File: config.mk
export PLATFORM = sky130hd
export DESIGN_NAME = gate_netlist_evaluator
export DESIGN_NICKNAME = d
export VERILOG_FILES = /design/src/rtl/gne_pkg.sv /design/src/rtl/gne_gate_mem.sv /design/src/rtl/gate_netlist_evaluator.sv
export SDC_FILE = /design/constraint.sdc
export NUM_CORES = 1
export LEC_CHECK = 0
export BUFFER_PORTS_ARGS = -buffer_cell sky130_fd_sc_hd__buf_4
export CAP_MARGIN = 20
export CORE_ASPECT_RATIO = 0.8
export CORE_MARGIN = 3
export CORE_UTILIZATION = 40
export DETAILED_ROUTE_END_ITERATION = 16
export HOLD_SLACK_MARGIN = 0.15
export PLACE_DENSITY = 0.61
export SLEW_MARGIN = 20
export SYNTH_ARGS = -nofsm -noshare
export SYNTH_HDL_FRONTEND = slang
export SYNTH_SLANG_ARGS = --single-unit
File: constraint.sdc
create_clock -name aclk -period 4.05 [get_ports aclk]
set_clock_uncertainty 0.15 [all_clocks]
set_input_delay 0.81 -clock aclk [delete_from_list [all_inputs] [get_ports aclk]]
set_output_delay 0.81 -clock aclk [all_outputs]
set_load 0.05 [all_outputs]
File: src/rtl/gne_pkg.sv
// gne_pkg: shared types, sizes and gate evaluation for the gate netlist evaluator
// used by gne_gate_mem and gate_netlist_evaluator; depends on nothing
`timescale 1ns / 1ps

package gne_pkg;

    localparam int GATES   = 64;
    localparam int NODES   = 32;
    localparam int ADDR_W  = (GATES > 1) ? $clog2(GATES) : 1;
    localparam int COUNT_W = $clog2(GATES + 1);
    localparam int IDX_W   = 5;
    localparam int ALL_W   = 32;
    localparam int GLD_W   = 7;

    typedef enum logic [1:0] {
        OP_LOAD = 2'd0,
        OP_SET  = 2'd1,
        OP_PASS = 2'd2,
        OP_NOP  = 2'd3
    } op_t;

    typedef enum logic [2:0] {
        GT_AND  = 3'd0,
        GT_OR   = 3'd1,
        GT_NAND = 3'd2,
        GT_NOR  = 3'd3,
        GT_XOR  = 3'd4,
        GT_XNOR = 3'd5,
        GT_NOT  = 3'd6
    } gate_t;

    typedef enum logic [1:0] {
        ST_IDLE,
        ST_PASS,
        ST_RESP
    } state_t;

    typedef struct packed {
        logic [2:0]       gate_type;
        logic [IDX_W-1:0] node_a;
        logic [IDX_W-1:0] node_b;
        logic [IDX_W-1:0] node_out;
    } gate_entry_t;

    typedef struct packed {
        logic              we;
        logic [ADDR_W-1:0] waddr;
        gate_entry_t       wdata;
        logic [ADDR_W-1:0] raddr;
    } mem_req_t;

    // node index at or above NODES reads as zero
    function automatic logic node_get(input logic [NODES-1:0] vals,
                                      input logic [IDX_W-1:0] idx);
        logic r;
        r = 1'b0;
        for (int i = 0; i < NODES; i++) begin
            if (int'(idx) == i) begin
                r = vals[i];
            end
        end
        return r;
    endfunction

    // writes beyond NODES are dropped
    function automatic logic [NODES-1:0] node_put(input logic [NODES-1:0] vals,
                                                  input logic [IDX_W-1:0] idx,
                                                  input logic bit_val);
        logic [NODES-1:0] r;
        r = vals;
        for (int i = 0; i < NODES; i++) begin
            if (int'(idx) == i) begin
                r[i] = bit_val;
            end
        end
        return r;
    endfunction

    // returns {write enable, result}; unused type leaves the node alone
    function automatic logic [1:0] gate_eval(input logic [2:0] gtype,
                                             input logic a,
                                             input logic b);
        logic [1:0] r;
        case (gate_t'(gtype))
            GT_AND:  r = {1'b1, a & b};
            GT_OR:   r = {1'b1, a | b};
            GT_NAND: r = {1'b1, ~(a & b)};
            GT_NOR:  r = {1'b1, ~(a | b)};
            GT_XOR:  r = {1'b1, a ^ b};
            GT_XNOR: r = {1'b1, ~(a ^ b)};
            GT_NOT:  r = {1'b1, ~a};
            default: r = 2'b00;
        endcase
        return r;
    endfunction

endpackage

File: src/rtl/gne_gate_mem.sv
// gne_gate_mem: gate table storage, one write port and one registered read port
// depends on gne_pkg
`timescale 1ns / 1ps

module gne_gate_mem
    import gne_pkg::*;
(
    input  logic        aclk,
    input  mem_req_t    req,
    output gate_entry_t rdata
);

    gate_entry_t mem [GATES];
    gate_entry_t rdata_reg;

    always_ff @(posedge aclk) begin
        if (req.we) begin
            mem[req.waddr] <= req.wdata;
        end
        rdata_reg <= mem[req.raddr];
    end

    assign rdata = rdata_reg;

endmodule

File: src/rtl/gate_netlist_evaluator.sv
// gate_netlist_evaluator: top level, command decode, pass sequencer and result register
// depends on gne_pkg and gne_gate_mem
`timescale 1ns / 1ps
//
// channel   dir  bits               contents
// s_axis    in   tdata 24, tuser 2  gate fields and watch node; tuser carries op
// m_axis    out  tdata 48           watch value, node vector, gate count, full flag
//
// load, set and no-op items: result register loaded from the result state, then s_tready back
// a pass: entries from zero up to gates_loaded, one gate per cycle from the read port
// s_tready is high only while the sequencer is idle; the result state waits for a free
// output register, so a stalled result holds off the transaction after the one just taken
// reset clears node values and gate count; table entries past the count are never evaluated

module gate_netlist_evaluator
    import gne_pkg::*;
(
    input  logic        aclk,
    input  logic        aresetn,
    input  logic        s_tvalid,
    output logic        s_tready,
    // [2:0] gate_type, [7:3] node_a, [12:8] node_b, [17:13] node_out,
    // [18] value, [23:19] watch_node
    input  logic [23:0] s_tdata,
    // [1:0] op
    input  logic [1:0]  s_tuser,
    output logic        m_tvalid,
    input  logic        m_tready,
    // [0] watch_value, [32:1] all_values, [39:33] gates_loaded, [40] table_full, rest zero
    output logic [47:0] m_tdata
);

    state_t state_reg, state_next;

    logic [NODES-1:0]   nodes_reg, nodes_next;
    logic [COUNT_W-1:0] count_reg, count_next;
    logic [COUNT_W-1:0] idx_reg, idx_next;
    logic               rvalid_reg, rvalid_next;
    logic [IDX_W-1:0]   watch_reg, watch_next;
    logic               full_reg, full_next;
    logic               m_tvalid_reg, m_tvalid_next;
    logic [47:0]        m_tdata_reg, m_tdata_next;

    op_t              in_op;
    gate_entry_t      in_gate;
    logic             in_value;
    logic [IDX_W-1:0] in_watch;
    logic             s_fire;
    logic             issue;
    logic             out_load;
    logic             pass_done;
    logic             table_is_full;
    mem_req_t         mem_req;
    gate_entry_t      mem_rdata;
    logic             eval_a, eval_b;
    logic [1:0]       eval_res;
    logic [NODES+ALL_W-1:0] nodes_ext;
    logic [31:0]      count_ext;

    assign in_op             = op_t'(s_tuser);
    assign in_gate.gate_type = s_tdata[2:0];
    assign in_gate.node_a    = s_tdata[7:3];
    assign in_gate.node_b    = s_tdata[12:8];
    assign in_gate.node_out  = s_tdata[17:13];
    assign in_value          = s_tdata[18];
    assign in_watch          = s_tdata[23:19];

    assign s_fire        = s_tvalid && s_tready;
    assign table_is_full = (32'(count_reg) >= GATES);
    assign issue         = (idx_reg < count_reg);
    assign pass_done     = !issue && !rvalid_reg;
    assign out_load      = !m_tvalid_reg || m_tready;

    gne_gate_mem u_mem (
        .aclk  (aclk),
        .req   (mem_req),
        .rdata (mem_rdata)
    );

    // gate under evaluation sees the node vector left by the gate before it
    assign eval_a   = node_get(nodes_reg, mem_rdata.node_a);
    assign eval_b   = node_get(nodes_reg, mem_rdata.node_b);
    assign eval_res = gate_eval(mem_rdata.gate_type, eval_a, eval_b);

    // next state
    always_comb begin
        state_next = state_reg;
        unique case (state_reg)
            ST_IDLE: begin
                if (s_fire) begin
                    state_next = (in_op == OP_PASS) ? ST_PASS : ST_RESP;
                end
            end
            ST_PASS: begin
                if (pass_done) begin
                    state_next = ST_RESP;
                end
            end
            ST_RESP: begin
                if (out_load) begin
                    state_next = ST_IDLE;
                end
            end
            default: state_next = ST_IDLE;
        endcase
    end

    // outputs and datapath
    always_comb begin
        s_tready      = 1'b0;
        mem_req.we    = 1'b0;
        mem_req.waddr = count_reg[ADDR_W-1:0];
        mem_req.wdata = in_gate;
        mem_req.raddr = idx_reg[ADDR_W-1:0];
        nodes_next    = nodes_reg;
        count_next    = count_reg;
        idx_next      = idx_reg;
        rvalid_next   = 1'b0;
        watch_next    = watch_reg;
        full_next     = full_reg;
        m_tvalid_next = m_tvalid_reg && !m_tready;
        m_tdata_next  = m_tdata_reg;
        nodes_ext     = {{ALL_W{1'b0}}, nodes_reg};
        count_ext     = 32'(count_reg);

        unique case (state_reg)
            ST_IDLE: begin
                s_tready = 1'b1;
                if (s_fire) begin
                    watch_next = in_watch;
                    full_next  = 1'b0;
                    idx_next   = '0;
                    case (in_op)
                        OP_LOAD: begin
                            if (table_is_full) begin
                                full_next = 1'b1;
                            end else begin
                                mem_req.we = 1'b1;
                                count_next = count_reg + 1'b1;
                            end
                        end
                        OP_SET: begin
                            nodes_next = node_put(nodes_reg, in_gate.node_out, in_value);
                        end
                        default: ;
                    endcase
                end
            end
            ST_PASS: begin
                rvalid_next = issue;
                if (issue) begin
                    idx_next = idx_reg + 1'b1;
                end
                if (rvalid_reg && eval_res[1]) begin
                    nodes_next = node_put(nodes_reg, mem_rdata.node_out, eval_res[0]);
                end
            end
            ST_RESP: begin
                if (out_load) begin
                    m_tvalid_next = 1'b1;
                    m_tdata_next  = {7'b0, full_reg, count_ext[GLD_W-1:0],
                                     nodes_ext[ALL_W-1:0],
                                     node_get(nodes_reg, watch_reg)};
                end
            end
            default: ;
        endcase
    end

    always_ff @(posedge aclk) begin
        if (!aresetn) begin
            state_reg    <= ST_IDLE;
            nodes_reg    <= '0;
            count_reg    <= '0;
            idx_reg      <= '0;
            rvalid_reg   <= 1'b0;
            m_tvalid_reg <= 1'b0;
        end else begin
            state_reg    <= state_next;
            nodes_reg    <= nodes_next;
            count_reg    <= count_next;
            idx_reg      <= idx_next;
            rvalid_reg   <= rvalid_next;
            m_tvalid_reg <= m_tvalid_next;
        end
    end

    always_ff @(posedge aclk) begin
        watch_reg   <= watch_next;
        full_reg    <= full_next;
        m_tdata_reg <= m_tdata_next;
    end

    assign m_tvalid = m_tvalid_reg;
    assign m_tdata  = m_tdata_reg;

    a_count_bound: assert property (@(posedge aclk) disable iff (!aresetn)
        32'(count_reg) <= GATES)
        else $error("gate count above table size");

    a_rvalid_in_pass: assert property (@(posedge aclk) disable iff (!aresetn)
        rvalid_reg |-> (state_reg == ST_PASS))
        else $error("table read data outside a pass");

    a_idx_bound: assert property (@(posedge aclk) disable iff (!aresetn)
        (state_reg == ST_PASS) |-> (idx_reg <= count_reg))
        else $error("pass index ran past gate count");

    a_refused_load: assert property (@(posedge aclk) disable iff (!aresetn)
        (s_fire && in_op == OP_LOAD && table_is_full) |=> $stable(count_reg) && full_reg)
        else $error("refused load changed the count or lost the flag");

    a_busy_after_accept: assert property (@(posedge aclk) disable iff (!aresetn)
        s_fire |=> !s_tready)
        else $error("new transaction taken before result was queued");

endmodule
==> run_results.csv <==
group,metric,value,unit
outcome,status,"complete, no violations",
worst_setup_path,path_cells,"buf_6 > nand2_1 > o22ai_1 > a221oi_1 > a21oi_1 > a211o_1 > a32o_1 > ha_1 > and2_1 > o21a_1 > o311a_1 > a221oi_2 > o21ai_1 > a31oi_2 > buf_4 > clkbuf_4 > o21ai_0",
place,dp.cells,4112,
worst_setup_path,worstPathRequired,4.49,ns
sta,finalHoldWorstSlack,0.292,ns
hold_path,min_from,"full_reg",
worst_setup_path,cp_max_fo,14,
sta,fin_crit_sh,95.4,%
cts,cts_buffers,116,
die,boundaryPins,80,
sta,max_freq,0.259,GHz
die,core-area,123000,µm²
sta,hold_viol,0,
worst_setup_path,worstPathArrival,4.30,ns
cts,cts.clk_slew.worst_paths,0.06,ns
sta,drv_slew,0,
synthesis,ys_ff_latch,1267,
sta,setup_tns,0,ns
worst_setup_path,crit_start,"u_mem.rdata[6]",
cts,cts_buffer_depth,3,
synthesis,ys_warn_count,0,
layout,post_layout_nonfiller_instances,4336,
global_routing,grt_pass1_vias,25300,
run,max-cap-violations,0,
route,vias_per_cell,5.85,
die,die_area,129000,µm²
route,dr_total_vias,25400,
sta,slew_headroom,27.7,%
global_routing,grt_max_degree,89,
synthesis,synthTopCellsByArea,"edfxtp_1 72%, mux4_2 16%, dfxtp_1 2.7%",
route,wirelength,125,mm
worst_setup_path,worst_path_largest_cell_delay,0.35,ns
power_and_ir_drop,p_leak,17.3,nW
layout,largest_reg_flops,1152,
global_routing,grt_overflow,0,
synthesis,synth_largest_area_cell,"edfxtp_1",
route,ant_nets,0,
global_routing,grt_pass1_wl,181,mm
layout,regArea,37400,µm²
sta,rsz0062_at_grt,"false",
sta,worst_pin_slew,1.08,ns
power_and_ir_drop,p_int,20.6,mW
sta,fin_crit,3.86,ns
synthesis,syn_area_per_cell,20.7,µm²
layout,mostFrequentLayoutCells,"1199 x edfxtp_1, 365 x mux4_2, 193 x buf_4",
place,routabilityCongestion,0.923,
power_and_ir_drop,p_sw_share,20.7,%
power_and_ir_drop,clkPwrFrac,41.1,%
cts,clock-sinks,1267,
die,initial_core_util,40.4,%
layout,drive_above_1_share,31.1,%
route,drc_errors,0,
layout,layout_commonest_cell,"edfxtp_1",
cts,cts-root-buf,"clkbuf_16",
worst_setup_path,cp-end-kind,"register",
worst_setup_path,critical_path.startpoint_type,"register",
global_routing,antenna_found_initial,2,
route,drt-initial-drc-count,2942,
worst_setup_path,timing.rr.start,"u_mem.rdata[6]",
power_and_ir_drop,power_density,456,nW/µm²
route,first_pass_iters,6,
die,die_x,401,µm
worst_setup_path,cpLargestDelayFamily,"compound AO/OA/AOI/OAI gates",
sta,finalSetupViolations,0,
synthesis,synth_top_area_share,72.2,%
power_and_ir_drop,irDropWorstVdd,0.365,mV
synthesis,async_flop_share,0,%
worst_setup_path,critical_path_buf_inv_count,3,
synthesis,synthesis.area,49900,µm²
power_and_ir_drop,power_switching,5.38,mW
layout,final_nets,2640,
place,dpl.hpwl,74.8,mm
power_and_ir_drop,p_comb_share,3.3,%
layout,area_growth_syn_to_layout,14.5,%
place,portBuffers,72,
global_routing,track_usage,19.3,%
synthesis,synth_cells,2403,
die,fp-row-count,115,
synthesis,yosysSeqAreaShare,74.9,%
cts,clock_latency,0.72,ns
cts,cts_tree,"built",
synthesis,synth_cell_types,62,
hold_path,hold_class,"register to register",
worst_setup_path,criticalPathCategory,"register to register",
layout,multi_input_area,12000,µm²
worst_setup_path,crit_slowest_cell,"dfxtp_2",
cts,htree_levels,3,
power_and_ir_drop,sequentialPowerShare,55.6,%
synthesis,synth_edf_count,1199,
die,dieHeight,322,µm
route,wl_per_cell,28.8,µm
synthesis,synth_flop_cell,"edfxtp_1",
layout,n_fill_cell,10100,
## final timing paths
kind | end | slack, ns | depth (start not counted)
min | m_tdata[40] | 0.29 | 0
min reg2reg | m_tdata[40] | 0.29 | 0
max reg2reg | nodes_reg[13] | 0.19 | 17
max | nodes_reg[13] | 0.19 | 17
## per-stage QoR
step / instance area [µm²] / power, mW / setup slack, ns / util [%]
2_1_floorplan: 49900 / 15.2 / 0.258 / -
3_3_place_gp: 53300 / 15.6 / 0.158 / 43.2
3_5_place_dp: 53300 / 15.6 / 0.118 / 43.2
4_1_cts: 57000 / 26.2 / 0.0952 / 46.3
5_1_grt: 57100 / 26.8 / 0.000227 / 46.3
6_report: 57100 / 26.0 / 0.187 / 46.3
## layout make-up
class | count | area share (%)
Clock buffer | 155 | 5.54
Antenna cell | 1 | 0.00438
Clock inverter | 61 | 0.953
Multi-Input combinational cell | 974 | 21.0
Timing Repair Buffer | 218 | 3.26
Inverter | 22 | 0.145
Tap cell | 1638 | 3.59
Sequential cell | 1267 | 65.5
## power by group through the flow
stage / registers [mW] / logic, mW / clock network [mW]
2_1_floorplan: 14.8 / 0.365 / 0
3_3_place_gp: 14.7 / 0.831 / 0
3_5_place_dp: 14.7 / 0.856 / 0
4_1_cts: 14.5 / 0.861 / 10.9
5_1_grt: 14.5 / 0.928 / 11.4
6_report: 14.5 / 0.866 / 10.7
## layer usage
layer  GRT usage (%)  vias to the layer above  share of wire [%]
met4            5.72                        2                2.8
met5               0                        -              0.010
met3            4.11                      196                8.9
li1                -                    10500                  -
met1            27.9                    13500                 42
met2            29.8                     1220                 46
## synth_stat cells (all sizes together), types with 2 or more instances
library cell  number
edfxtp          1199
mux4             365
nor2              97
o21ai             85
clkbuf            80
dfxtp             68
buf               66
nand3             55
nand2             53
a22oi             38
o22ai             37
a21oi             29
inv               22
nand2b            18
nor3              16
nand3b            15
nor2b             15
nand4             13
ha                11
mux2i             11
and2              10
o31ai              8
a31oi              7
or3                7
or3b               7
xnor2              7
a21boi             5
nor4               5
a211oi             4
a221oi             4
a32oi              4
mux2               4
a211o              3
a21o               3
a311oi             3
nor4bb             3
o311a              3
o32ai              3
a32o               2
and3               2
o21a               2
or2                2
## timing repair
item,CTS,global route
hold endpoints to repair,5,0
gates resized for setup,0,15
setup endpoints to repair,0,32
hold buffers,5,0
setup buffers,0,1
## logic make-up (layout without fill, tap and decap cells)
logic type / count (synthesis) / in the layout / share of synthesized area, %
mux: 380 / 380 / 16.8
xor+xnor: 7 / 7 / 0.123
compound gates: 248 / 248 / 3.16
simple gates: 321 / 321 / 3.23
other cells: 1 / 8 / 0.00752
fa+ha+maj: 11 / 11 / 0.276
buf+inv: 168 / 456 / 1.46
flops: 1267 / 1267 / 74.9
Note: power is estimated with default switching activity, not from simulation.
